## src/hw/rtl/lmq_pkg.sv

```systemverilog
// Shared types and constants for the linked multi-queue manager.
// Holds the transaction structs, command and status codes and parameter defaults.
// No dependencies.
package lmq_pkg;

   localparam int NUM_QUEUES_DEF   = 64;
   localparam int POOL_ENTRIES_DEF = 256;
   localparam int ID_BITS_DEF      = 8;

   localparam logic [1:0] CMD_APPEND = 2'd0;
   localparam logic [1:0] CMD_POP    = 2'd1;
   localparam logic [1:0] CMD_PURGE  = 2'd2;

   localparam logic [1:0] STAT_OK    = 2'd0;
   localparam logic [1:0] STAT_EMPTY = 2'd1;
   localparam logic [1:0] STAT_FULL  = 2'd2;

   typedef struct packed {
      logic [1:0] cmd;
      logic [5:0] queue_sel;
      logic [7:0] proc_id;
   } req_type;

   typedef struct packed {
      logic [1:0] status;
      logic [7:0] popped_id;
      logic [8:0] purged_count;
      logic       now_empty;
   } rsp_type;

   typedef struct packed {
      logic link_we;
      logic owner_we;
   } pool_ctl_type;

   typedef struct packed {
      logic head_we;
      logic tail_we;
      logic ne_set;
      logic ne_clr;
   } qtab_ctl_type;

endpackage

```

## src/hw/rtl/lmq_pool.sv

```systemverilog
// Link entry pool: next-link and owner-id memories with registered reads.
// Entries at or above the high-water mark read back their reset link without a clearing pass.
// Depends on lmq_pkg.
module lmq_pool #(
   parameter int POOL_ENTRIES = lmq_pkg::POOL_ENTRIES_DEF,
   parameter int ID_BITS      = lmq_pkg::ID_BITS_DEF,
   localparam int PW          = $clog2(POOL_ENTRIES)
) (
   input  logic                 clock,
   input  logic                 reset,
   input  lmq_pkg::pool_ctl_type ctl,
   input  logic [PW-1:0]        rd_addr,
   input  logic [PW-1:0]        link_wr_addr,
   input  logic [PW-1:0]        link_wr_data,
   input  logic [PW-1:0]        owner_wr_addr,
   input  logic [ID_BITS-1:0]   owner_wr_data,
   output logic [PW-1:0]        link_rd,
   output logic [ID_BITS-1:0]   owner_rd
);
   import lmq_pkg::*;

   localparam int WW = PW + 1;

   logic [PW-1:0]      link_mem  [POOL_ENTRIES];
   logic [ID_BITS-1:0] owner_mem [POOL_ENTRIES];

   logic [PW-1:0]      link_q_ff;
   logic [ID_BITS-1:0] owner_q_ff;
   logic [PW-1:0]      rd_addr_ff;
   logic               fresh_ff;
   logic [WW-1:0]      wm_ff;
   logic [WW-1:0]      wm_in;

   always_ff @(posedge clock) begin
      if (ctl.link_we) begin
         link_mem[link_wr_addr] <= link_wr_data;
      end
      if (ctl.owner_we) begin
         owner_mem[owner_wr_addr] <= owner_wr_data;
      end
      link_q_ff  <= link_mem[rd_addr];
      owner_q_ff <= owner_mem[rd_addr];
      rd_addr_ff <= rd_addr;
      fresh_ff   <= ({1'b0, rd_addr} >= wm_ff);
   end

   // Every allocation takes the next fresh entry or a recycled one, so entries
   // at or above the mark have never had their link written.
   always_comb begin
      wm_in = wm_ff;
      if (ctl.owner_we && ({1'b0, owner_wr_addr} >= wm_ff)) begin
         wm_in = {1'b0, owner_wr_addr} + WW'(1);
      end
   end

   always_ff @(posedge clock) begin
      if (reset) begin
         wm_ff <= '0;
      end else begin
         wm_ff <= wm_in;
      end
   end

   always_comb begin
      if (fresh_ff) begin
         link_rd = (rd_addr_ff == PW'(POOL_ENTRIES - 1)) ? '0 : rd_addr_ff + PW'(1);
      end else begin
         link_rd = link_q_ff;
      end
   end

   assign owner_rd = owner_q_ff;

endmodule

```

## config.mk

```make
export PLATFORM = sky130hd
export DESIGN_NAME = lmq_pool
export DESIGN_NICKNAME = d
export VERILOG_FILES = /design/src/hw/rtl/lmq_pkg.sv /design/src/hw/rtl/lmq_pool.sv
export SDC_FILE = /design/constraint.sdc
export NUM_CORES = 2
export LEC_CHECK = 0
export BUFFER_PORTS_ARGS = -buffer_cell sky130_fd_sc_hd__buf_4
export CAP_MARGIN = 5
export CELL_PAD_IN_SITES_DETAIL_PLACEMENT = 1
export CELL_PAD_IN_SITES_GLOBAL_PLACEMENT = 1
export CORE_ASPECT_RATIO = 0.6
export CORE_MARGIN = 2
export CORE_UTILIZATION = 28
export DETAILED_ROUTE_END_ITERATION = 7
export PLACE_DENSITY_LB_ADDON = 0.1
export SLEW_MARGIN = 20
export SYNTH_ARGS = -nofsm -noshare
export SYNTH_HDL_FRONTEND = slang
export SYNTH_SLANG_ARGS = --single-unit
```

## constraint.sdc

```tcl
create_clock -name clock -period 3.7 [get_ports clock]
set_input_delay 0.74 -clock clock [delete_from_list [all_inputs] [get_ports clock]]
set_output_delay 0.74 -clock clock [all_outputs]
set_load 0.1 [all_outputs]
```

# == Word level (Yosys, flattened, before mapping) ==
# Memory sizes are Yosys's and may differ from the RTL's. A register that Yosys moved wholly into a read port is not among the register bits.
# Index checks and enable logic that the tools add are counted.
# totals
mem_bits_rw,4096
regBits,18
input_bits,44
out_inout_bits,16
mem_count,2
wordCells,17
# mem_list
memory,depth,word_bits,rd,rd_clocked_by_memory_dff,wr,line,rtl
link_mem,256,8,1,1,1,lmq_pool.sv:24,logic [PW-1:0] link_mem [POOL_ENTRIES];
owner_mem,256,8,1,1,1,lmq_pool.sv:25,logic [ID_BITS-1:0] owner_mem [POOL_ENTRIES];
# classes
magnitude_cmp,2
addsub,2
reduce_logical,1
mux,6
n_eq_ne,1
# ops
operator,n
$ge 8x9->1,2
$mux 8,2
$add 8x1->9 const B,1
$add 8x1->8 const B,1
$eq 8x8->1 const B,1
$mux 1,4
$logic_and 1x1->1,1

# == Depth between registers and ports, before layout ==
# logic_depth
depth_word,3
ltp_mapped,15

# == Least setup slack after synthesis ==
# No wires, ideal clock.
# synth_path
path_type,register -> output
start,register rd_addr_ff[0]
end,output link_rd[6]
path_stages_with_launch,7
t_arrival_ps,2477
required_time_ps,2960
slack_ps,483
cell_sequence,dfxtp_1 ha_1 nand3_1 nor2_1 nand2_1 xor2_1 a21oi_1
# synth_via
elab_chain_cells,3
elab_cells_between_ends,4
cone_classes,add/sub: 1; eq/ne: 1; mux: 2
# synth_lines
item,line,rtl
"start, declared",lmq_pool.sv:29,logic [PW-1:0] rd_addr_ff;
"start signal, assigned",lmq_pool.sv:43,rd_addr_ff <= rd_addr;
$add 8x1->8 or $eq 8x8->1 (tied branches),lmq_pool.sv:66,link_rd = (rd_addr_ff == PW'(POOL_ENTRIES - 1)) ? '0 : rd_addr_ff + PW'(1);
$mux 8 *,lmq_pool.sv:66,
$mux 8 *,lmq_pool.sv:65,if (fresh_ff) begin
"end, declared",lmq_pool.sv:17,"output logic [PW-1:0] link_rd,"
# Every way passes the cells marked *; elsewhere a longest branch is shown, timed or not.

==> results.cfg <==
[global_routing]
antenna_found_initial = 56
grt_pass1_vias = 86100
grt_usage_pct = 18.1
grt_overflow = 0
grt_start_max_net_pins = 102
grt_pass1_wl_um = 730000

[critical_path]
critPathLaunch = rd_addr[1]
critPathArrivalTime_ps = 4570
rr_worst_depth = 8
worstSetupPathType = primary input to register
worst-path-max-fanout = 28
r2r-start = link_mem[57][0]
end_kind = register
ff2ff_setup_slack_ps = 640
r2r_end = link_q_ff[0]
worst-endpoint-required_ps = 4560
critPathLaunchType = primary input

[sta]
hold_violations = 0
setup_tns_ps = -15.5
max_freq_mhz = 269
report.final.slew_viol_count = 0
setup-violations-final = 1
relSlewSlack_pct = 22.3
worst_slew_pin_slew_ps = 1160
period_share_pct = 100
fin_ws_ps = -15.5
whs_ps = 115
grt_setup_unrepaired = yes
fin_crit_ps = 3720
skew_ps = 36.5

[final_layout]
design_area_mm2 = 0.191
post_route_cells_drive_above_1_share_pct = 29.0
layout.nets = 8960
utilization_pct = 33.7
synthToLayoutAreaGrowth_pct = 20.0
final_common_cell = edfxtp_1
mostFrequentLayoutCells = edfxtp_1 (4,096), buf_4 (1,098), mux4_2 (768)

[pwr]
seq_power_share_pct = 51.2
netSwitchingFraction_pct = 22.6
p_comb_share_pct = 6.0
internal_power_mw = 78.0
cellPowerDensity_mw_per_mm2 = 528
p_clk_share_pct = 42.7
switching_power_mw = 22.8
vdd_drop_max_mv = 0.348
total_leakage_power_nw = 61.4

[synth]
synth_largest_area_cell = edfxtp_1
ys_seq_elements = 4130
synth_nets = 7770
synth_edf_count = 4096
yosysUniqueCellTypes = 51
synth.avg_cell_area_um2 = 20.7
synth_area_leaders = edfxtp_1 (77%), mux4_2 (11%), mux2i_1 (3.3%)
async_flop_share_pct = 0
synthDominantCellAreaShare_pct = 77.3
syn_inst = 7705
synth_ff_type = edfxtp_1
yosys_warnings = 0
synth_area_mm2 = 0.159
yosysSeqAreaShare_pct = 77.7

[placement]
place.gp.congestion = 0.773
dpl_cell_area_mm2 = 0.177
io_buffer_count = 59
dp_hpwl_um = 359000

[cts]
clk_pin_slew_ps = 60
cts_buffers = 410
cts_tree = done
cts.htree.levels = 5
cts_sinks = 4130
clock_path_buffers = 4
clockRootBuffer = clkbuf_16
clk_latency_ps = 950
cts_setup_buffers = 0

[routing]
drt_pre_antenna_iters = 5
avgViaCountPerCell = 4.91
post-route-drc-count = 0
drt_wl_total_um = 532000
drtAntennaViolNets = 0
via_count = 82500
wire_per_inst_um = 31.6
drtIter0Drc = 8522

[floorplanning]
fp.dieArea_mm2 = 0.575
ios = 60
fp-row-count = 214
die_x_um = 977
die_y_um = 588
start_util_pct = 28.1
core_region_area_mm2 = 0.566

[min_path]
min_to = rd_addr_ff[3]
hp-start = rd_addr[3]
hp-class = primary input to register
hold_depth = 1

[outcome]
violations = negative setup slack
status = finished, violations left

[run]
cap_violations = 0
-- flip-flops by register name (all words and copies together) (netlist names) --
name and flops:
wm_ff 9, link_mem 2048, owner_mem 2048, link_q_ff 8, fresh_ff 1, owner_rd 8
rd_addr_ff 8
-- logic make-up (layout without fill, tap and decap cells) --
| logic type | Yosys count | count (layout) | synth area share, % |
|---|---|---|---|
| AO/OA/AOI/OAI | 829 | 829 | 3.59 |
| XOR/XNOR | 10 | 10 | 0.0550 |
| adder cells (fa/ha/maj) | 21 | 21 | 0.165 |
| buffers and inverters | 492 | 2032 | 1.75 |
| flip-flops | 4130 | 4130 | 77.7 |
| multiplexers | 1298 | 1298 | 14.2 |
| other | 0 | 12 | 0 |
| AND/OR/NAND/NOR | 925 | 925 | 2.57 |
-- final cells by class --
class                   count  area, um2
diodes                     12       30.0
clock buffers             506      10900
flip-flops and latches   4130     124000
inverters                  15       56.3
multi-input cells        3083      33000
well taps                7560       9460
clock inverters           256       2620
fillers                 55800     375000
repair buffers           1255      11300
-- synth_stat cells (3+ instances only) --
cell / count
and2_1: 3
mux2i_1: 529
xnor2_1: 4
buf_2: 61
nand3_1: 42
o21ai_0: 13
edfxtp_1: 4096
xor2_1: 6
inv_1: 15
nand2b_1: 11
buf_6: 75
o22ai_1: 291
mux4_2: 768
dfxtp_1: 34
or2_2: 4
a211oi_1: 6
a21oi_1: 138
nor4_1: 64
nand2_1: 71
a22o_1: 112
nor2_1: 529
a311oi_1: 16
a22oi_1: 192
nor3_1: 129
clkbuf_4: 4
buf_1: 37
nor2b_1: 33
or3_1: 4
ha_1: 21
buf_4: 33
a221oi_1: 48
o21ai_1: 4
nand3b_1: 5
buf_8: 11
clkbuf_1: 254
nand4_1: 23
-- repair_timing --
item / CTS / global route
endpoints found under the hold margin: 7 / 0
hold buffers: 3 / 0
setup endpoints to repair: 1 / 5
gates resized for setup: 1 / 3
-- worst max-delay path: stages --
cell	delay (ps)
buf_8	140
or3_4	640
buf_12	290
buf_4	210
o22ai_1	450
nor4_1	130
buf_4	200
a21oi_1	680
nand4_1	480
buf_12	270
nor3_1	220
-- how the worst max path moves through the flow --
stage	slack (ps)	endpoint
5_1_grt	-30	link_rd[0]
3_5_place_dp	-830	owner_rd[0]
4_1_cts	2	link_rd[0]
2_1_floorplan	480	link_rd[6]
3_3_place_gp	-880	owner_rd[0]
6_report	-20	owner_rd[0]
-- layer usage --
metal	track usage [%]	routed length (um)
met1	28.8	268000
met2	25.0	218000
met5	0.263	250
met3	4.11	36500
met4	3.21	9390
-- power groups by stage --
stage	Sequential [mW]	Combinational [mW]	Clock, mW
2_1_floorplan	52.7	2.65	0
3_3_place_gp	52.7	6.12	0
3_5_place_dp	52.7	6.18	0
4_1_cts	51.7	6.20	44.2
5_1_grt	51.6	6.44	45.9
6_report	51.7	6.09	43.1
-- metrics by stage --
stage	std cells	total power [mW]	setup slack, ps
finish	16800	101	-15.5
CTS	16800	102	1.76
detailed placement	16000	58.9	-829
global placement	16000	58.8	-882
floorplan	7705	55.4	483
global route	16800	104	-33.2
Power figures use the tool's default switching activity.
