<file path="config.mk">
export PLATFORM = sky130hd
export DESIGN_NAME = lmq_qtab
export DESIGN_NICKNAME = d
export VERILOG_FILES = /design/src/hw/rtl/lmq_pkg.sv /design/src/hw/rtl/lmq_qtab.sv
export SDC_FILE = /design/constraint.sdc
export NUM_CORES = 1
export LEC_CHECK = 0
export ABC_CLOCK_PERIOD_IN_PS = 2800
export BUFFER_PORTS_ARGS = -buffer_cell sky130_fd_sc_hd__buf_2
export CAP_MARGIN = 20
export CORE_MARGIN = 2
export CORE_UTILIZATION = 35
export CTS_CLUSTER_DIAMETER = 50
export DETAILED_ROUTE_END_ITERATION = 6
export SYNTH_ARGS = -nofsm -noshare
export SYNTH_HDL_FRONTEND = slang
export SYNTH_SLANG_ARGS = --single-unit
</file>
<file path="constraint.sdc">
create_clock -name clock -period 2.8 [get_ports clock]
set_clock_uncertainty 0.2 [all_clocks]
set_input_delay 0.28 -clock clock [delete_from_list [all_inputs] [get_ports clock]]
set_output_delay 0.28 -clock clock [all_outputs]
set_load 0.05 [all_outputs]
</file>
<file path="src/hw/rtl/lmq_pkg.sv">
// Shared types and constants for the linked multi-queue manager.
// Holds the transaction structs, command and status codes and parameter defaults.
// No dependencies.
package lmq_pkg;

   localparam int NUM_QUEUES_DEF   = 64;
   localparam int POOL_ENTRIES_DEF = 256;
   localparam int ID_BITS_DEF      = 8;

   localparam logic [1:0] CMD_APPEND = 2'd0;
   localparam logic [1:0] CMD_POP    = 2'd1;
   localparam logic [1:0] CMD_PURGE  = 2'd2;

   localparam logic [1:0] STAT_OK    = 2'd0;
   localparam logic [1:0] STAT_EMPTY = 2'd1;
   localparam logic [1:0] STAT_FULL  = 2'd2;

   typedef struct packed {
      logic [1:0] cmd;
      logic [5:0] queue_sel;
      logic [7:0] proc_id;
   } req_type;

   typedef struct packed {
      logic [1:0] status;
      logic [7:0] popped_id;
      logic [8:0] purged_count;
      logic       now_empty;
   } rsp_type;

   typedef struct packed {
      logic link_we;
      logic owner_we;
   } pool_ctl_type;

   typedef struct packed {
      logic head_we;
      logic tail_we;
      logic ne_set;
      logic ne_clr;
   } qtab_ctl_type;

endpackage

</file>
<file path="src/hw/rtl/lmq_qtab.sv">
// Queue table: head and tail pointer memories and the per-queue non-empty flags.
// Depends on lmq_pkg.
module lmq_qtab #(
   parameter int NUM_QUEUES   = lmq_pkg::NUM_QUEUES_DEF,
   parameter int POOL_ENTRIES = lmq_pkg::POOL_ENTRIES_DEF,
   localparam int QW          = (NUM_QUEUES > 1) ? $clog2(NUM_QUEUES) : 1,
   localparam int PW          = $clog2(POOL_ENTRIES)
) (
   input  logic                  clock,
   input  logic                  reset,
   input  lmq_pkg::qtab_ctl_type ctl,
   input  logic [QW-1:0]         rd_addr,
   input  logic [QW-1:0]         wr_addr,
   input  logic [PW-1:0]         head_wr_data,
   input  logic [PW-1:0]         tail_wr_data,
   output logic [PW-1:0]         head_rd,
   output logic [PW-1:0]         tail_rd,
   output logic                  ne
);
   import lmq_pkg::*;

   logic [PW-1:0]         head_mem [NUM_QUEUES];
   logic [PW-1:0]         tail_mem [NUM_QUEUES];
   logic [PW-1:0]         head_q_ff;
   logic [PW-1:0]         tail_q_ff;
   logic [NUM_QUEUES-1:0] ne_ff;
   logic [NUM_QUEUES-1:0] ne_in;

   always_ff @(posedge clock) begin
      if (ctl.head_we) begin
         head_mem[wr_addr] <= head_wr_data;
      end
      if (ctl.tail_we) begin
         tail_mem[wr_addr] <= tail_wr_data;
      end
      head_q_ff <= head_mem[rd_addr];
      tail_q_ff <= tail_mem[rd_addr];
   end

   always_comb begin
      ne_in = ne_ff;
      if (ctl.ne_set) begin
         ne_in[wr_addr] = 1'b1;
      end
      if (ctl.ne_clr) begin
         ne_in[wr_addr] = 1'b0;
      end
   end

   always_ff @(posedge clock) begin
      if (reset) begin
         ne_ff <= '0;
      end else begin
         ne_ff <= ne_in;
      end
   end

   assign head_rd = head_q_ff;
   assign tail_rd = tail_q_ff;
   assign ne      = ne_ff[wr_addr];

endmodule

</file>
======== Word level (Yosys, flattened, before mapping) ========
Memories as Yosys holds them, arrays and structs flattened. A register that Yosys moved wholly into a read port is not among the register bits.
Index checks and enable logic that the tools add are counted.
cells by class
  magnitude comparators ................... 2
  muxes and demuxes ....................... 10
  bitwise logic cells ..................... 3
  reductions and logical operators ........ 1
operators by type and width
  cell                                                                   count
  64-bit 2-to-1 mux                                                      2
  64-bit AND                                                             1
  64-bit inverter                                                        1
  64-bit OR                                                              1
  6-bit by 7-bit < comparator with 1-bit output, second input constant   1
  1-bit binary-select mux with 6-bit select                              1
  1-bit demux with 6-bit select                                          1
  6-bit by 1-bit >= comparator with 1-bit output, second input constant  1
  1-bit 2-to-1 mux                                                       6
  1-bit logical AND                                                      1
storage, ports and cells
  bits in registers ....................... 64
  bits in writable memories ............... 1024
  bits of input ports ..................... 34
  logic and storage cells ................. 19
  memories ................................ 2
memories
  name      depth  width  rd ports  clocked after memory_dff  write ports  line            source
  head_mem  64     8      1         1                         1            lmq_qtab.sv:22  logic [PW-1:0] head_mem [NUM_QUEUES];
  tail_mem  64     8      1         1                         1            lmq_qtab.sv:23  logic [PW-1:0] tail_mem [NUM_QUEUES];

======== Longest topological paths before layout ========
Gate-level depths: netlist of the first run.
  depth after elaboration ................. 8
  mapped depth ............................ 9

======== Least setup slack after synthesis of the first run ========
Ideal clock, no wire load.
  kind .................................... input to output
  from .................................... input port wr_addr[1]
  to ...................................... output port ne
  arrival time ............................ 2018 ps
  data required time ...................... 2320 ps
  slack ................................... 302 ps
  stages on the path ...................... 7
  cell sequence ........................... buf_2 buf_2 buf_1 buf_2 o22ai_1 a221oi_1 nand4_1
on the way
  longest elaborated chain between the ends .. 2
ends and longest elaborated chain
  what                                       line            source
  start, declared                            lmq_qtab.sv:13  input logic [QW-1:0] wr_addr,
  1-bit binary-select mux with 6-bit select  lmq_qtab.sv:60  assign ne = ne_ff[wr_addr];
  1-bit 2-to-1 mux (not written as such)     lmq_qtab.sv:60
  end, declared                              lmq_qtab.sv:18  output logic ne
No other way between the ends. The select of a mux whose other input is x is not followed.

======== Worst setup path in the final report of the first run ========
  from .................................... register ne_ff[13]
  to ...................................... output port ne
on the way
  longest elaborated chain between the ends .. 2
ends and longest elaborated chain
  what                                       line            source
  start, declared                            lmq_qtab.sv:26  logic [NUM_QUEUES-1:0] ne_ff;
  start signal, assigned                     lmq_qtab.sv:54  ne_ff <= ne_in;
  1-bit binary-select mux with 6-bit select  lmq_qtab.sv:60
  1-bit 2-to-1 mux (not written as such)     lmq_qtab.sv:60
No other way between the ends. The select of a mux whose other input is x is not followed.

==> results.md, run 1 <==
- Initial Util: 35.2%
- Worst setup margin: -93.5 ps
- Fraction of registers with async set or reset after synthesis: 0%
- Crit-path max FO: 2
- Setup violations, final: 1
- Hold Violations, Final: 0
- Final Util: 41.4%
- Die area: 127000 µm²
- Clock slew at reported path FFs: 60 ps
- Drt wl/cell: 25.8 µm
- Cells after Synth: 2206
- Global route overflow: 0
- Post-synthesis simple-gate area fraction: 3.20%
- Antenna violations before repair: 4
- DR iter-0 viols: 2380
- Max-Cap Viols: 0
- CP max stage delay: 470 ps
- Top_reg_cell synth: edfxtp_1
- Vias per std cell: 5.37
- Transition time of the tightest slew-check pin: 998 ps
- P&R area growth vs syn: 17.6%
- TritonRoute pass-1 iters: 6
- CP arrival: 2410 ps
- Core Area: 123000 µm²
- Fin crit period: 2890 ps
- Clk root buf: clkbuf_16
- Post-Layout Cell Count: 4232
- Fin. max-slew vios: 0
- Post-synthesis instance area: 43400 µm²
- Synth unique cells: 54
- Site Rows: 129
- CP delay by family, top: multiplexers
- Worst skew pair latency: 700 ps
- Post-synthesis adder-cell area fraction: 0%
- EDFF count, synth: 1024
- Register area share after synthesis: 74.5%
- Worst Hold Class: primary input to flop
- Top post-synthesis cells by count: edfxtp_1 (1024), mux4_2 (198), nor2_1 (146), a211oi_1 (88), dfxtp_1 (80)
- Clock buffer count from CTS: 114
- Leakage: 16.5 nW
- Via count: 22700
- CP Buf/Inv Count: 1
- Crit-path slowest cell: mux4_2
- HPWL after DPL: 72.3 mm
- Fraction of the mapped netlist area in compound gates: 4.92%
- Register area: 32400 µm²
- Area of the multi-input gates: 10200 µm²
- ANT cells: 0
- Drc violations: 0
- Pre-CTS setup slack: -81.0 ps
- Mux cell area share after synthesis: 15.3%
- Worst rel slew slack: 33.5%
- H-Tree Level Count: 3
- Die Y: 356 µm
- Hold slack: 21.2 ps
- Clock buffer depth: 3
- Yosys reg bits: 1104
- Die width: 356 µm
- DRT Wirelength: 109 mm
- Critical Path End Type: primary output
- Crit path cell chain: mux4_2, mux2i_2, nor2_1, a21oi_1, nand4_1, buf_6
- Yosys top cell area share: 70.8%
- Vias in the first global route: 23100
- Clk sinks: 1104
- RSZ-0062 raised after global routing: true
- Number of synthesis warnings: 0
- Fraction of layout cells with a size suffix above 1: 29.3%
- Period Utilization, post-route: 103%
- Synth Area in XOR/XNOR: 0%
- TNS Setup: -93.5 ps
- Largest net degree at the start of global routing: 50
- Main combinational cell family by area after synthesis: multiplexers
- Final nets: 2536
- Postcts setup bufs: 0
- CP startpoint kind: flop
- Synth area leaders: edfxtp_1 (71%), mux4_2 (10%), dfxtp_1 (3.7%)
- Most common cell in the netlist: edfxtp_1
- Status: complete, but fails checks
- Syn nets: 2240
- Violated checks: setup timing
- Worst path required time: 2320 ps
- Reg2reg setup slack: 620 ps
- First-pass GRT wire length: 159 mm
- Cells after DPL: 4010
- Synthesized area per cell: 19.7 µm²
- IO Pins: 51
- Fillers: 10800
- IR drop worst, VDD: 0.520 mV
- Post-synth top area cell: edfxtp_1
- PwrDens: 693 nW/µm²
- RePlAce Congestion: 0.897
- Max Clock Freq: 0.346 GHz
- ANT nets after route: 0
- Crit Path Category: flop to primary output
- CTS tree: yes
- Total GRT Usage: 17.0%
- Number of port buffers: 50
## placed cells by master, fill, tap and decap left out, types with 46 or more instances in the layout
master	netlist	final
buf_2	36	46
nor2_1	146	146
edfxtp_1	1024	1024
dfxtp_1	80	79
mux2i_1	70	69
buf_4	17	247
clkbuf_16	0	115
mux4_2	198	198
a21oi_1	71	71
a211oi_1	88	88
mux2_2	49	49
## where the power goes
group | switching, W | internal, W
combinational | 0.00130 | 0.000745
clock | 0.00640 | 0.00876
sequential | 0.0000686 | 0.0181
total | 0.00776 | 0.0277
## through the flow
| stage | power [W] | instance area [µm²] |
|---|---|---|
| 6_report | 0.0354 | 51100 |
| 5_1_grt | 0.0364 | 51100 |
| 4_1_cts | 0.0357 | 51100 |
| 3_5_place_dp | 0.0206 | 47200 |
| 3_3_place_gp | 0.0205 | 47200 |
| 2_1_floorplan | 0.0196 | 43400 |
## timing repair
item,4_1_cts,5_1_grt
pin swaps,3,1
hold buffers,13,0
endpoints found under the hold margin,335,0
endpoints found under the setup margin,1,1
resized for setup,5,1
## sequential cells by signal (all words and copies together) (netlist names)
signal    count
head_rd       8
tail_rd       8
ne_ff        64
tail_mem    512
head_mem    512
## final timing paths
check                                     start               to  depth (start not counted)
worst min register to register        ne_ff[37]        ne_ff[37]                          2
worst max-delay path                  ne_ff[13]               ne                          6
worst max register to register  head_mem[30][7]       head_rd[7]                          5
worst min-delay path            tail_wr_data[3]  tail_mem[26][3]                          1
## cell type report
cell class | count | area share (%)
multi-input combinational | 946 | 19.9
timing repair buffer | 333 | 5.34
inverter | 3 | 0.0220
clock inverter | 75 | 1.55
sequential | 1104 | 63.3
tap | 1637 | 4.01
clock buffer | 134 | 5.83
## per-layer routing
layer / vias up / GRT usage [%] / wire (µm)
met3: 181 / 3.55 / 7940
li1: 9766 / - / -
met5: - / 0 / 54
met1: 11900 / 23.6 / 46300
met2: 848 / 27.4 / 52300
met4: 8 / 4.53 / 2520
## kinds of logic (layout without fill, tap and decap cells)
family / count (synthesis) / count (layout)
flops: 1104 / 1104
mux: 352 / 352
compound gates: 304 / 304
simple gates: 290 / 290
buf+inv: 156 / 545
(Power assumes the default switching activity.)
==> run 2, diff against run 1 <==
Settings changed: ABC_AREA set to 1, BUFFER_PORTS_ARGS -buffer_cell sky130_fd_sc_hd__buf_2 to -buffer_cell sky130_fd_sc_hd__buf_4.
==> run 2 against run 1 <==
Effect of this change: the run ends with hold timing left; power is 1.4% higher; count of clock-buffer cells in the layout is 12 higher; combinational power is 16% higher; die area is 4.3% higher; first-iteration DRC count is 44% higher; routed wire length is 15% higher; non-clock buffer count is 65 lower; cell count is 44% higher; largest power group unchanged; clock power hardly changed; sequential cell count stayed put; largest cell class unchanged.
==> results.md, run 2 <==
- Number of port buffers: 50
- Internal power: 0.0277 W
- CP max stage delay: 710 ps
- Top post-synthesis cells by count: nand2_1 (1454), edfxtp_1 (1024), nand3_1 (872), nor2_1 (199), buf_2 (128)
- Post-synthesis instance area: 45300 µm²
- Die Y: 364 µm
- Crit path cell chain: buf_4, dlygate4sd3_1, nor3_2, dlygate4sd3_1, inv_1, nor2_1, inv_1, nor2_1, buf_4
- Worst Hold Class: primary input to flop
- Synthesized area per cell: 11.0 µm²
- IR drop worst, VDD: 0.471 mV
- Combinational share of power: 6.6%
- Top_reg_cell synth: edfxtp_1
- Post-synth top area cell: edfxtp_1
- Hold path depth: 1
- Cells after Synth: 4135
- Leakage: 19.2 nW
- FF-to-FF End: tail_rd[6]
- HPWL after DPL: 77.1 mm
- RSZ-0062 raised after global routing: false
- Crit Path Category: primary input to flop
- Switching share of power: 23.0%
- RePlAce Congestion: 0.923
- Clock slew at reported path FFs: 60 ps
- ANT nets after route: 0
- Total GRT Usage: 18.9%
- Syn nets: 4169
- Violated checks: hold timing
- Site Rows: 132
- Crit-path slowest cell: dlygate4sd3_1
- Global route overflow: 0
- Initial Util: 35.1%
- Hold endpoint: head_mem[8][6]
- Fin. max-slew vios: 0
- Synth area leaders: edfxtp_1 (68%), nand2_1 (12%), nand3_1 (9.6%)
- Transition time of the tightest slew-check pin: 874 ps
- Reg2reg setup slack: 1110 ps
- Drt wl/cell: 20.6 µm
- Drc violations: 0
- TritonRoute pass-1 iters: 5
- Switch Pwr: 0.00828 W
- Register area share after synthesis: 71.4%
- Clk sinks: 1104
- Clk root buf: clkbuf_16
- Clock buffer count from CTS: 119
- Vias in the first global route: 29700
- Hold slack: -15.0 ps
- Setup violations, final: 0
- TNS Setup: 0 ps
- Met2 WL post-DR: 58.2 mm
- Most common cell in the netlist: nand2_1
- Clock buffer depth: 3
- Worst rel slew slack: 41.8%
- Die area: 132000 µm²
- Max Clock Freq: 0.377 GHz
- Status: complete, but fails checks
- First-pass GRT wire length: 189 mm
- Postcts setup bufs: 0
- IO Pins: 51
- Worst path required time: 2980 ps
- Final nets: 4294
- Met1 wire length: 55.5 mm
- Fin crit period: 2650 ps
- Most frequent cells in the layout: nand2_1 (1453), edfxtp_1 (1024), nand3_1 (871)
- R2R Path Start: tail_mem[51][6]
- Max-Cap Viols: 0
- CTS tree: yes
- P&R area growth vs syn: 16.1%
- DR iter-0 viols: 3433
- CP arrival: 2840 ps
- H-Tree Level Count: 3
- Fraction of registers with async set or reset after synthesis: 0%
- Critical Path End Type: flop
- Yosys top cell area share: 67.8%
- Synth unique cells: 19
- Number of synthesis warnings: 0
- Vias per std cell: 5.07
- DRT Wirelength: 126 mm
- EDFF count, synth: 1024
- Period Utilization, post-route: 94.7%
- Tot Pwr: 0.0359 W
- Clock network power share: 42.7%
- Fraction of layout cells with a size suffix above 1: 10.1%
- Yosys reg bits: 1104
- HP Start: head_wr_data[6]
- Final Util: 40.8%
- Fillers: 12200
- CP startpoint kind: primary input
- Core Area: 129000 µm²
- Crit-path max FO: 8
- Most common cell after layout, fill and taps aside: nand2_1
- Largest net degree at the start of global routing: 168
- Power share of the sequential group: 50.7%
- Top flop regs: head_mem: 512 flops, tail_mem: 512 flops, ne_ff: 64 flops
- Die width: 364 µm
- Hold Violations, Final: 15
- PwrDens: 683 nW/µm²
- Highest routed layer: met5
- Via count: 30900
- Antenna violations before repair: 7
- Worst skew pair latency: 700 ps
- Reg2Reg Depth: 8
- Met3 WL: 9.02 mm
==> run 2: cell count changes after synthesis, moves of 44 or more <==
| cell | previous run | this run |
|---|---|---|
| mux2i_1 | 70 | 0 |
| a22oi_1 | 44 | 0 |
| nand3_1 | 9 | 872 |
| mux2_2 | 49 | 0 |
| nor2_1 | 146 | 199 |
| mux4_2 | 198 | 0 |
| inv_1 | 2 | 81 |
| nand2_1 | 39 | 1454 |
| buf_2 | 36 | 128 |
==> run 2: per-layer routing <==
layer  up-vias  track usage, %
met2      1123            29.9
met1     15100            27.1
met3       174            2.76
met5         -               0
li1      14600               -
met4         4            4.95
==> run 2: how the worst max path moves through the flow <==
stage / from / endpoint / slack, ps
6_report: wr_addr[4] / tail_mem[37][6] / 150
5_1_grt: ne_ff[5] / ne / 20
4_1_cts: wr_addr[4] / ne / 30
3_3_place_gp: wr_addr[0] / tail_mem[9][4] / 220
2_1_floorplan: wr_addr[0] / head_mem[51][0] / 750
3_5_place_dp: wr_addr[0] / tail_mem[9][2] / 220
==> run 2: per-stage QoR <==
stage	worst slack [ps]	hold WS, ps	instance area (µm²)	instances
after detailed placement	218	302	48600	5866
after floorplan	751	179	45300	4135
after CTS	26.5	2.94	52600	6104
after global routing	19.5	5.87	52600	6105
final	148	-15.0	52600	6106
after global placement	216	296	48600	5866
==> run 2: critical path, delay by kind of cell <==
kind	cells	cell delay, ps
buf+inv	6	1870
simple gates	3	670
==> run 2: power by group through the flow <==
stage / combinational, W / sequential [W] / clock (W)
floorplan: 0.00118 / 0.0186 / 0
global placement: 0.00233 / 0.0186 / 0
detailed placement: 0.00235 / 0.0186 / 0
CTS: 0.00237 / 0.0182 / 0.0156
global route: 0.00259 / 0.0182 / 0.0162
finish: 0.00237 / 0.0182 / 0.0153
==> run 2: repair_timing <==
action / CTS / global route
gates resized for setup: 0 / 2
endpoints found under the hold margin: 148 / 0
setup endpoints to repair: 0 / 1
hold buffers: 15 / 0
==> run 2: cell type report <==
class                      count  area, µm²  share of cell area, %
clock inverter                77        691                   1.31
multi-input combinational   2678      11500                   21.8
antenna                        2       5.00                0.00951
tap                         1742       2180                   4.14
timing repair buffer         268       2430                   4.61
sequential                  1104      32400                   61.5
inverter                      89        352                  0.668
clock buffer                 146       3140                   5.97
==> run 2: logic make-up (layout without fill, tap and decap cells) <==
logic type | after synthesis | in the layout | synth area share [%]
buffers and inverters | 353 | 580 | 3.31
flip-flops | 1104 | 1104 | 71.4
AO/OA/AOI/OAI | 143 | 143 | 1.84
AND/OR/NAND/NOR | 2535 | 2535 | 23.5
other | 0 | 2 | 0
