--- src/hw/rtl/lmq_pkg.sv ---
// Shared types and constants for the linked multi-queue manager.
// Holds the transaction structs, command and status codes and parameter defaults.
// No dependencies.
package lmq_pkg;

   localparam int NUM_QUEUES_DEF   = 64;
   localparam int POOL_ENTRIES_DEF = 256;
   localparam int ID_BITS_DEF      = 8;

   localparam logic [1:0] CMD_APPEND = 2'd0;
   localparam logic [1:0] CMD_POP    = 2'd1;
   localparam logic [1:0] CMD_PURGE  = 2'd2;

   localparam logic [1:0] STAT_OK    = 2'd0;
   localparam logic [1:0] STAT_EMPTY = 2'd1;
   localparam logic [1:0] STAT_FULL  = 2'd2;

   typedef struct packed {
      logic [1:0] cmd;
      logic [5:0] queue_sel;
      logic [7:0] proc_id;
   } req_type;

   typedef struct packed {
      logic [1:0] status;
      logic [7:0] popped_id;
      logic [8:0] purged_count;
      logic       now_empty;
   } rsp_type;

   typedef struct packed {
      logic link_we;
      logic owner_we;
   } pool_ctl_type;

   typedef struct packed {
      logic head_we;
      logic tail_we;
      logic ne_set;
      logic ne_clr;
   } qtab_ctl_type;

endpackage

--- src/hw/rtl/lmq_ctrl.sv ---
// Sequencer for the queue manager: free-list registers, command decode and the
// purge walk that compares one pool entry per cycle. Depends on lmq_pkg.
module lmq_ctrl #(
   parameter int NUM_QUEUES   = lmq_pkg::NUM_QUEUES_DEF,
   parameter int POOL_ENTRIES = lmq_pkg::POOL_ENTRIES_DEF,
   parameter int ID_BITS      = lmq_pkg::ID_BITS_DEF,
   localparam int QW          = (NUM_QUEUES > 1) ? $clog2(NUM_QUEUES) : 1,
   localparam int PW          = $clog2(POOL_ENTRIES)
) (
   input  logic                  clock,
   input  logic                  reset,
   input  logic                  req_valid,
   input  lmq_pkg::req_type      req_data,
   output logic                  busy,
   output logic                  fin_valid,
   output lmq_pkg::rsp_type      fin_data,
   input  logic                  out_free,
   output lmq_pkg::qtab_ctl_type qt_ctl,
   output logic [QW-1:0]         qt_rd_addr,
   output logic [QW-1:0]         qt_wr_addr,
   output logic [PW-1:0]         qt_head_wd,
   output logic [PW-1:0]         qt_tail_wd,
   input  logic [PW-1:0]         head_rd,
   input  logic [PW-1:0]         tail_rd,
   input  logic                  ne,
   output lmq_pkg::pool_ctl_type pl_ctl,
   output logic [PW-1:0]         pl_rd_addr,
   output logic [PW-1:0]         link_wr_addr,
   output logic [PW-1:0]         link_wr_data,
   output logic [PW-1:0]         owner_wr_addr,
   output logic [ID_BITS-1:0]    owner_wr_data,
   input  logic [PW-1:0]         link_rd,
   input  logic [ID_BITS-1:0]    owner_rd
);
   import lmq_pkg::*;

   localparam int CW = PW + 1;

   typedef enum logic [4:0] {
      ST_IDLE = 5'b00001,
      ST_LOOK = 5'b00010,
      ST_POP  = 5'b00100,
      ST_WALK = 5'b01000,
      ST_FIN  = 5'b10000
   } state_type;

   state_type          state_ff, state_in;
   logic [1:0]         cmd_ff, cmd_in;
   logic [5:0]         q_ff, q_in;
   logic [ID_BITS-1:0] id_ff, id_in;
   logic               oor_ff, oor_in;
   logic [1:0]         status_ff, status_in;
   logic [ID_BITS-1:0] popped_ff, popped_in;
   logic [CW-1:0]      purged_ff, purged_in;
   logic [PW-1:0]      free_head_ff, free_head_in;
   logic [CW-1:0]      free_count_ff, free_count_in;
   logic [PW-1:0]      cur_ff, cur_in;
   logic [PW-1:0]      tail_ff, tail_in;
   logic [PW-1:0]      prev_ff, prev_in;
   logic [PW-1:0]      fix_next_ff, fix_next_in;
   logic               have_prev_ff, have_prev_in;
   logic               pend_ff, pend_in;
   logic [PW-1:0]      steps_ff, steps_in;

   logic [QW-1:0]      q_idx;
   logic [PW-1:0]      nxt;
   logic               last;
   logic               stop;
   logic               match;
   logic [CW-1:0]      count_inc;

   assign q_idx     = QW'(q_ff);
   assign nxt       = link_rd;
   assign last      = (cur_ff == tail_ff);
   assign stop      = last || (steps_ff == PW'(POOL_ENTRIES - 1));
   assign match     = (owner_rd == id_ff);
   assign count_inc = (free_count_ff < CW'(POOL_ENTRIES)) ?
                      free_count_ff + CW'(1) : free_count_ff;

   always_comb begin
      state_in      = state_ff;
      cmd_in        = cmd_ff;
      q_in          = q_ff;
      id_in         = id_ff;
      oor_in        = oor_ff;
      status_in     = status_ff;
      popped_in     = popped_ff;
      purged_in     = purged_ff;
      free_head_in  = free_head_ff;
      free_count_in = free_count_ff;
      cur_in        = cur_ff;
      tail_in       = tail_ff;
      prev_in       = prev_ff;
      fix_next_in   = fix_next_ff;
      have_prev_in  = have_prev_ff;
      pend_in       = pend_ff;
      steps_in      = steps_ff;
      qt_ctl        = '0;
      pl_ctl        = '0;
      qt_rd_addr    = q_idx;
      qt_head_wd    = free_head_ff;
      qt_tail_wd    = free_head_ff;
      pl_rd_addr    = free_head_ff;
      link_wr_addr  = cur_ff;
      link_wr_data  = free_head_ff;
      owner_wr_addr = free_head_ff;
      owner_wr_data = id_ff;
      fin_valid     = 1'b0;

      case (state_ff)
         ST_IDLE: begin
            // The pool read of the free-list head is issued here so an append
            // has the follower link on the next cycle.
            qt_rd_addr = QW'(req_data.queue_sel);
            if (req_valid) begin
               cmd_in    = req_data.cmd;
               q_in      = req_data.queue_sel;
               id_in     = ID_BITS'(req_data.proc_id);
               oor_in    = (32'(req_data.queue_sel) >= 32'(NUM_QUEUES));
               status_in = STAT_OK;
               popped_in = '0;
               purged_in = '0;
               pend_in   = 1'b0;
               state_in  = (32'(req_data.queue_sel) >= 32'(NUM_QUEUES)) ? ST_FIN : ST_LOOK;
            end
         end
         ST_LOOK: begin
            state_in = ST_FIN;
            case (cmd_ff)
               CMD_APPEND: begin
                  if (free_count_ff == '0) begin
                     status_in = STAT_FULL;
                  end else begin
                     pl_ctl.owner_we = 1'b1;
                     free_head_in    = link_rd;
                     free_count_in   = free_count_ff - CW'(1);
                     if (ne) begin
                        pl_ctl.link_we = 1'b1;
                        link_wr_addr   = tail_rd;
                     end else begin
                        qt_ctl.head_we = 1'b1;
                     end
                     qt_ctl.tail_we = 1'b1;
                     qt_ctl.ne_set  = 1'b1;
                  end
               end
               CMD_POP: begin
                  if (!ne) begin
                     status_in = STAT_EMPTY;
                  end else begin
                     pl_rd_addr = head_rd;
                     cur_in     = head_rd;
                     tail_in    = tail_rd;
                     state_in   = ST_POP;
                  end
               end
               CMD_PURGE: begin
                  if (ne) begin
                     pl_rd_addr   = head_rd;
                     cur_in       = head_rd;
                     tail_in      = tail_rd;
                     have_prev_in = 1'b0;
                     steps_in     = '0;
                     state_in     = ST_WALK;
                  end
               end
               default: begin
                  state_in = ST_FIN;
               end
            endcase
         end
         ST_POP: begin
            popped_in = owner_rd;
            if (last) begin
               qt_ctl.ne_clr = 1'b1;
            end else begin
               qt_ctl.head_we = 1'b1;
               qt_head_wd     = nxt;
            end
            pl_ctl.link_we = 1'b1;
            free_head_in   = cur_ff;
            free_count_in  = count_inc;
            state_in       = ST_FIN;
         end
         ST_WALK: begin
            if (match) begin
               if (have_prev_ff) begin
                  // The survivor's link is written once the run of matches ends,
                  // since the link port is busy releasing entries meanwhile.
                  fix_next_in = nxt;
                  pend_in     = 1'b1;
                  if (last) begin
                     qt_ctl.tail_we = 1'b1;
                     qt_tail_wd     = prev_ff;
                  end
               end else begin
                  qt_ctl.head_we = 1'b1;
                  qt_head_wd     = nxt;
               end
               pl_ctl.link_we = 1'b1;
               free_head_in   = cur_ff;
               free_count_in  = count_inc;
               purged_in      = purged_ff + CW'(1);
            end else begin
               if (pend_ff) begin
                  pl_ctl.link_we = 1'b1;
                  link_wr_addr   = prev_ff;
                  link_wr_data   = fix_next_ff;
               end
               pend_in      = 1'b0;
               prev_in      = cur_ff;
               have_prev_in = 1'b1;
            end
            if (stop) begin
               if (!have_prev_ff && match) begin
                  qt_ctl.ne_clr = 1'b1;
               end
               state_in = ST_FIN;
            end else begin
               cur_in     = nxt;
               pl_rd_addr = nxt;
               steps_in   = steps_ff + PW'(1);
            end
         end
         ST_FIN: begin
            fin_valid = 1'b1;
            if (pend_ff) begin
               pl_ctl.link_we = 1'b1;
               link_wr_addr   = prev_ff;
               link_wr_data   = fix_next_ff;
            end
            if (out_free) begin
               pend_in  = 1'b0;
               state_in = ST_IDLE;
            end
         end
         default: begin
            state_in = ST_IDLE;
         end
      endcase
   end

   always_ff @(posedge clock) begin
      if (reset) begin
         state_ff      <= ST_IDLE;
         free_head_ff  <= '0;
         free_count_ff <= CW'(POOL_ENTRIES);
         pend_ff       <= 1'b0;
      end else begin
         state_ff      <= state_in;
         free_head_ff  <= free_head_in;
         free_count_ff <= free_count_in;
         pend_ff       <= pend_in;
      end
   end

   always_ff @(posedge clock) begin
      cmd_ff       <= cmd_in;
      q_ff         <= q_in;
      id_ff        <= id_in;
      oor_ff       <= oor_in;
      status_ff    <= status_in;
      popped_ff    <= popped_in;
      purged_ff    <= purged_in;
      cur_ff       <= cur_in;
      tail_ff      <= tail_in;
      prev_ff      <= prev_in;
      fix_next_ff  <= fix_next_in;
      have_prev_ff <= have_prev_in;
      steps_ff     <= steps_in;
   end

   assign busy       = (state_ff != ST_IDLE);
   assign qt_wr_addr = q_idx;

   always_comb begin
      fin_data              = '0;
      fin_data.status       = status_ff;
      fin_data.popped_id    = 8'(popped_ff);
      fin_data.purged_count = 9'(purged_ff);
      fin_data.now_empty    = oor_ff | ~ne;
   end

   a_count_bound: assert property (@(posedge clock) disable iff (reset)
      free_count_ff <= CW'(POOL_ENTRIES))
      else $error("free count above pool size");

   a_append_alloc: assert property (@(posedge clock) disable iff (reset)
      (state_ff == ST_LOOK && cmd_ff == CMD_APPEND && free_count_ff != '0)
      |=> free_count_ff == $past(free_count_ff) - CW'(1))
      else $error("append did not take one free entry");

   a_pend_prev: assert property (@(posedge clock) disable iff (reset)
      pend_ff |-> have_prev_ff)
      else $error("pending link fix without a surviving entry");

   a_empty_pop: assert property (@(posedge clock) disable iff (reset)
      (state_ff == ST_FIN && status_ff == STAT_EMPTY) |-> cmd_ff == CMD_POP)
      else $error("empty status on a command other than remove head");

endmodule

--- config.mk ---
export PLATFORM = sky130hd
export DESIGN_NAME = lmq_ctrl
export DESIGN_NICKNAME = d
export VERILOG_FILES = /design/src/hw/rtl/lmq_pkg.sv /design/src/hw/rtl/lmq_ctrl.sv
export SDC_FILE = /design/constraint.sdc
export NUM_CORES = 1
export LEC_CHECK = 0
export ABC_CLOCK_PERIOD_IN_PS = 8500
export BUFFER_PORTS_ARGS = -buffer_cell sky130_fd_sc_hd__buf_2
export CORE_MARGIN = 1
export CORE_UTILIZATION = 45
export DETAILED_ROUTE_END_ITERATION = 10
export HOLD_SLACK_MARGIN = 0.03
export PLACE_DENSITY = 0.7
export SLEW_MARGIN = 20
export SYNTH_ARGS = -nofsm -noshare
export SYNTH_HDL_FRONTEND = slang
export SYNTH_SLANG_ARGS = --single-unit
export TNS_END_PERCENT = 5
--- constraint.sdc ---
create_clock -name clock -period 8.5 [get_ports clock]
set_input_delay 0 -clock clock [delete_from_list [all_inputs] [get_ports clock]]
set_output_delay 0 -clock clock [all_outputs]
set_load 0.02 [all_outputs]
# After elaboration in Yosys (flattened, before gate mapping)
# Cells that the tools add are included.
[totals] register_bits=99
[classes] addsub=4 magnitude_cmp=1 eq_ne=26 n_mux=87 bitwise_logic=2 reduce_logical=25
[ops] operator="$mux 8" count=27
[ops] operator="$pmux 8 s2" count=6
[ops] operator="$mux 9" count=6
[ops] operator="$pmux 8 s3" count=2
[ops] operator="$pmux 9 s3" count=1
[ops] operator="$mux 5" count=5
[ops] operator="$pmux 5 s5" count=1
[ops] operator="$mux 1" count=20
[ops] operator="$reduce_and 4->1" count=5
[ops] operator="$add 9x1->9 const B" count=2
[ops] operator="$ne 2x2->1 const B" count=9
[ops] operator="$pmux 9 s2" count=1
[ops] operator="$eq 8x8->1" count=2
[ops] operator="$mux 2" count=6
[ops] operator="$reduce_and 3->1" count=4
[ops] operator="$pmux 5 s2" count=1
[ops] operator="$logic_not 9->1" count=1
[ops] operator="$lt 9x9->1 const B" count=1
[ops] operator="$ne 3x3->1 const B" count=3
[ops] operator="$sub 9x1->9 const B" count=1
[ops] operator="$add 8x1->8 const B" count=1
[ops] operator="$eq 8x8->1 const B" count=1
[ops] operator="$pmux 2 s2" count=2
[ops] operator="$reduce_bool 2->1" count=4
[ops] operator="24 further kinds" count=33

# Longest topological paths before layout
[depth] depth_word=5 ltp_mapped=10

# Least setup slack after synthesis
# Ideal clock, no wire load.
[synth_path] path_type="reg-to-reg" start="register state_ff[3]" end="register free_count_ff[6]" t_arrival_ps=2686 required_time_ps=8429 setup_slack_ps=5743 path_stages_with_launch=11 n_path_buf=2 synth_period_minus_slack_ps=2757 path_cell_list="dfxtp_1 > buf_2 > xor2_1 > and2_0 > buf_2 > xnor2_1 > ha_1 > a2111oi_0 > a41oi_1 > or4_2 > a21oi_1"
[synth_between] elab_chain_cells=3
[synth_lines] item="start: declaration" line="lmq_ctrl.sv:47" text="state_type state_ff, state_in;"
[synth_lines] item="start signal: assignment" line="lmq_ctrl.sv:250" text="state_ff <= state_in;"
[synth_lines] item="$eq 5x2->1, or another cell as far along" line="lmq_ctrl.sv:110" text="case (state_ff)"
[synth_lines] item="$ne 2x1->1 (no line), or another cell as far along"
[synth_lines] item="$reduce_and 4->1 (no line)"
[synth_lines] item="end signal: assignment" line="lmq_ctrl.sv:247" text="free_count_ff <= CW'(POOL_ENTRIES);"
[synth_lines] item="end signal: assignment" line="lmq_ctrl.sv:252" text="free_count_ff <= free_count_in;"
[synth_lines] item="end: declaration" line="lmq_ctrl.sv:56" text="logic [CW-1:0] free_count_ff, free_count_in;"
# Several ways; a longest one is shown, not always the timed one.
# A chain may end at the register's enable or synchronous reset.

# Worst setup path in the final report
[layout_path] start="register state_ff[2]" end="output port link_wr_data[6]"
[layout_between] elab_chain_cells=2
[layout_lines] item="$eq 5x5->1 / $eq 5x4->1 (equally long branches)" line="lmq_ctrl.sv:110"
[layout_lines] item="$pmux 8 s2 *" line="lmq_ctrl.sv:110"
[layout_lines] item="end: declaration" line="lmq_ctrl.sv:29" text="output logic [PW-1:0] link_wr_data,"
# Every way passes the cells marked *; elsewhere a longest branch is shown, timed or not.

==> impl_metrics.ini <==
[outcome]
outcome = complete, no violations

[power]
switchingPower_mw = 0.366
share_seq_of_total_power_pct = 47.9
cellPowerDensity_mw_per_mm2 = 177
vdd.ir_drop.worst_mv = 0.123
comb_power_share_pct = 21.4
p_leak_nw = 3.01
internal_power_mw = 0.868
fraction_of_power_consumed_by_the_clock_network_pct = 30.7
swShare_pct = 29.7

[worst_setup_path]
rr_worst_depth = 8
cp-end-kind = primary output
cp_max_fo = 32
worstSetupStartpointType = register
cp_data_required_time_ns = 8.50
worst-setup-path-type = register to primary output
arrival_ns = 4.15

[synth]
synth_cell_count_leaders = edfxtp_1, nand2_1, nor2_1
most_area_consuming_cells_after_synthesis = edfxtp_1, dfxtp_1, nand2_1, mux2i_1, xnor2_1
number_of_synthesis_warnings = 0
ys_async_sr_fraction_pct = 0
synthDistinctLibCells = 65
synth.ff_latch_count = 99
synthCells = 495
synth.yosys.seq_area_share_pct = 51.5
post-synth-top-count-cell = edfxtp_1
synth_top_area_share_pct = 42.8
synthesis.nets = 554
synth-main-ff-cell = edfxtp_1
synthesis.area_mm2 = 0.00533
syn_avg_cell_area_um2 = 10.8
number_of_flops_mapped_to_enable_cells_by_yosys = 76
synth.largest_area_cell = edfxtp_1

[route]
wl_met2_mm = 7.42
detail_route.wirelength_mm = 15.0
met3_wire_len_mm = 1.07
top_layer_used = met5
avgViaCountPerCell = 5.60
wl_per_cell_um = 18.0
drt.antenna.violating_nets = 0
detail_route.iter0.violations = 320
wl_met1_mm = 6.28
dr_total_vias = 4673
drc = 0
first_pass_iters = 8

[clock_tree]
ctsLongestPathBuffers = 2
cts.root.buffer_cell = clkbuf_16
clk_pin_slew_worst_paths_ns = 0.06
post_cts_buffers = 0
tritoncts = built
htree_num_levels = 3
tritoncts.num_buffers = 9
later_pin_clock_latency_in_the_skew_report_ns = 0.34
cts.sink_count = 99

[worst_hold_path]
min-delay-path-class = primary input to register
whs_path_depth = 2

[sta]
max_slew_margin_pct = 30.2
fin_setup_tns_ns = 0
fin_crit_sh_pct = 48.8
clock.fmax_ghz = 0.241
rsz0062_at_grt = false
skew_ns = 0.00597
finalSetupViolations = 0
slew_violations = 0
final.min_clock_period_ns = 4.15
timing_worst_slew_pin_value_ns = 1.04
timing.final.hold_violations = 0

[floorplanning]
row_count = 39
die_span_x_um = 111
ios = 149
floorplan.die.height_um = 111
floorplan.die_area_mm2 = 0.0123
start_util_pct = 46.5
core_area_mm2 = 0.0115

[job]
cap_violations = 0

[final_layout]
area_growth_pct = 30.6
num_antenna_cells = 0
fillers = 935
finalNetCount = 745
design_area_mm2 = 0.00696
ratio_of_cells_with_drive_above_1_in_the_final_layout_pct = 29.2

[global_route]
grt_start_max_net_pins = 33
globalRoute.totalOverflow = 0
initial_antenna_violation_count = 1
number_of_global_route_vias_before_repair = 4462
grt_pass1_wl_mm = 23.6
grt_util_all_layers_pct = 24.5

[placed_design]
post_dp_cell_area_mm2 = 0.00618
io_buffer_count = 148
post-dp-hpwl_mm = 10.4
gp_congestion = 0.909
-- worst paths after layout --
| kind | start | end | slack [ns] |
|---|---|---|---|
| worst max register to register | state_ff[2]$_SDFFE_PP0P_ | free_count_ff[6]$_SDFFE_PP0P_ | 4.89 |
| worst min register to register | free_count_ff[6]$_SDFFE_PP0P_ | free_count_ff[6]$_SDFFE_PP0P_ | 0.53 |
| worst min-delay path | ne | state_ff[2]$_SDFFE_PP0P_ | 0.05 |
| worst max-delay path | state_ff[2]$_SDFFE_PP0P_ | link_wr_data[6] | 4.35 |
-- kinds of logic (layout without fill, tap and decap cells) --
group	count (synthesis)	count (layout)	share of synthesized area, %
AO/OA/AOI/OAI	87	87	12.6
XOR/XNOR	31	31	5.10
adder cells (fa/ha/maj)	6	6	1.41
buffers and inverters	50	246	3.80
flip-flops	99	99	51.5
multiplexers	41	41	8.19
AND/OR/NAND/NOR	181	181	17.4
-- layer usage --
layer  GRT usage [%]  vias up
li1                -     2209
met1            31.2     2241
met2            41.7      198
met3            4.70       23
met4            8.53        2
met5               0        -
-- flip-flops by register name, summed over array words and instances, names as in the netlist, 2 cells and up --
| register | count |
|---|---|
| status_ff | 2 |
| tail_ff | 8 |
| popped_ff | 8 |
| prev_ff | 8 |
| owner_wr_data | 8 |
| steps_ff | 8 |
| state_ff | 5 |
| purged_ff | 9 |
| owner_wr_addr | 8 |
| qt_wr_addr | 6 |
| cur_ff | 8 |
| cmd_ff | 2 |
| free_count_ff | 9 |
| fix_next_ff | 8 |
-- worst max-delay path, cell delays in order, from the launching register on --
cell and delay [ns]:
dfxtp_1 0.42, nor2_1 0.06, nand3_1 0.08, buf_4 0.33, inv_1 0.37, o21ai_2 0.40
clkinv_1 0.84, o21ai_2 0.73, mux2_2 0.41, buf_2 0.16
-- repair_timing --
| item | in CTS | in global routing |
|---|---|---|
| hold buffers | 50 | 0 |
| gates resized for setup | 0 | 0 |
| hold endpoints to repair | 50 | 0 |
-- power groups by stage --
stage / Clock (mW) / Sequential (mW) / Combinational [mW]
floorplan: 0 / 0.622 / 0.133
global placement: 0 / 0.599 / 0.239
detailed placement: 0 / 0.601 / 0.242
CTS: 0.382 / 0.591 / 0.262
global route: 0.401 / 0.595 / 0.286
finish: 0.379 / 0.591 / 0.264
-- cell type report --
type	count	area, um^2	area share, %
clock buffer	12	246	3.54
clock inverter	4	25.0	0.360
inverter	29	109	1.56
multi-input combinational	346	2390	34.4
sequential	99	2740	39.4
tap	143	179	2.57
timing repair buffer	201	1260	18.2
-- cells in the final DEF (no fill, tap or decap), types with 5 or more instances in the layout --
| master | instances |
|---|---|
| a21oi_1 | 23 |
| a221o_1 | 8 |
| a311oi_1 | 8 |
| and2_1 | 14 |
| and3_1 | 19 |
| buf_2 | 148 |
| clkbuf_16 | 9 |
| dfxtp_1 | 23 |
| dlygate4sd3_1 | 50 |
| edfxtp_1 | 76 |
| ha_1 | 6 |
| inv_1 | 28 |
| mux2_2 | 17 |
| mux2i_1 | 23 |
| nand2_1 | 64 |
| nand3_1 | 15 |
| nand4_1 | 6 |
| nor2_1 | 30 |
| nor3_1 | 6 |
| o21ai_0 | 5 |
| o221ai_1 | 8 |
| o31ai_1 | 7 |
| xnor2_1 | 23 |
| xor2_1 | 8 |
-- metrics by stage --
stage	util (%)	cells	power (mW)	setup WS [ns]	hold WS (ns)
after floorplan	-	495	0.755	5.74	0.0989
after global placement	53.9	768	0.838	4.95	0.178
after detailed placement	53.9	768	0.843	4.75	0.178
after CTS	60.7	834	1.24	4.37	0.0366
after global routing	60.7	834	1.28	4.06	0.0563
final	60.7	834	1.23	4.35	0.0512
Power figures use the tool's default switching activity.
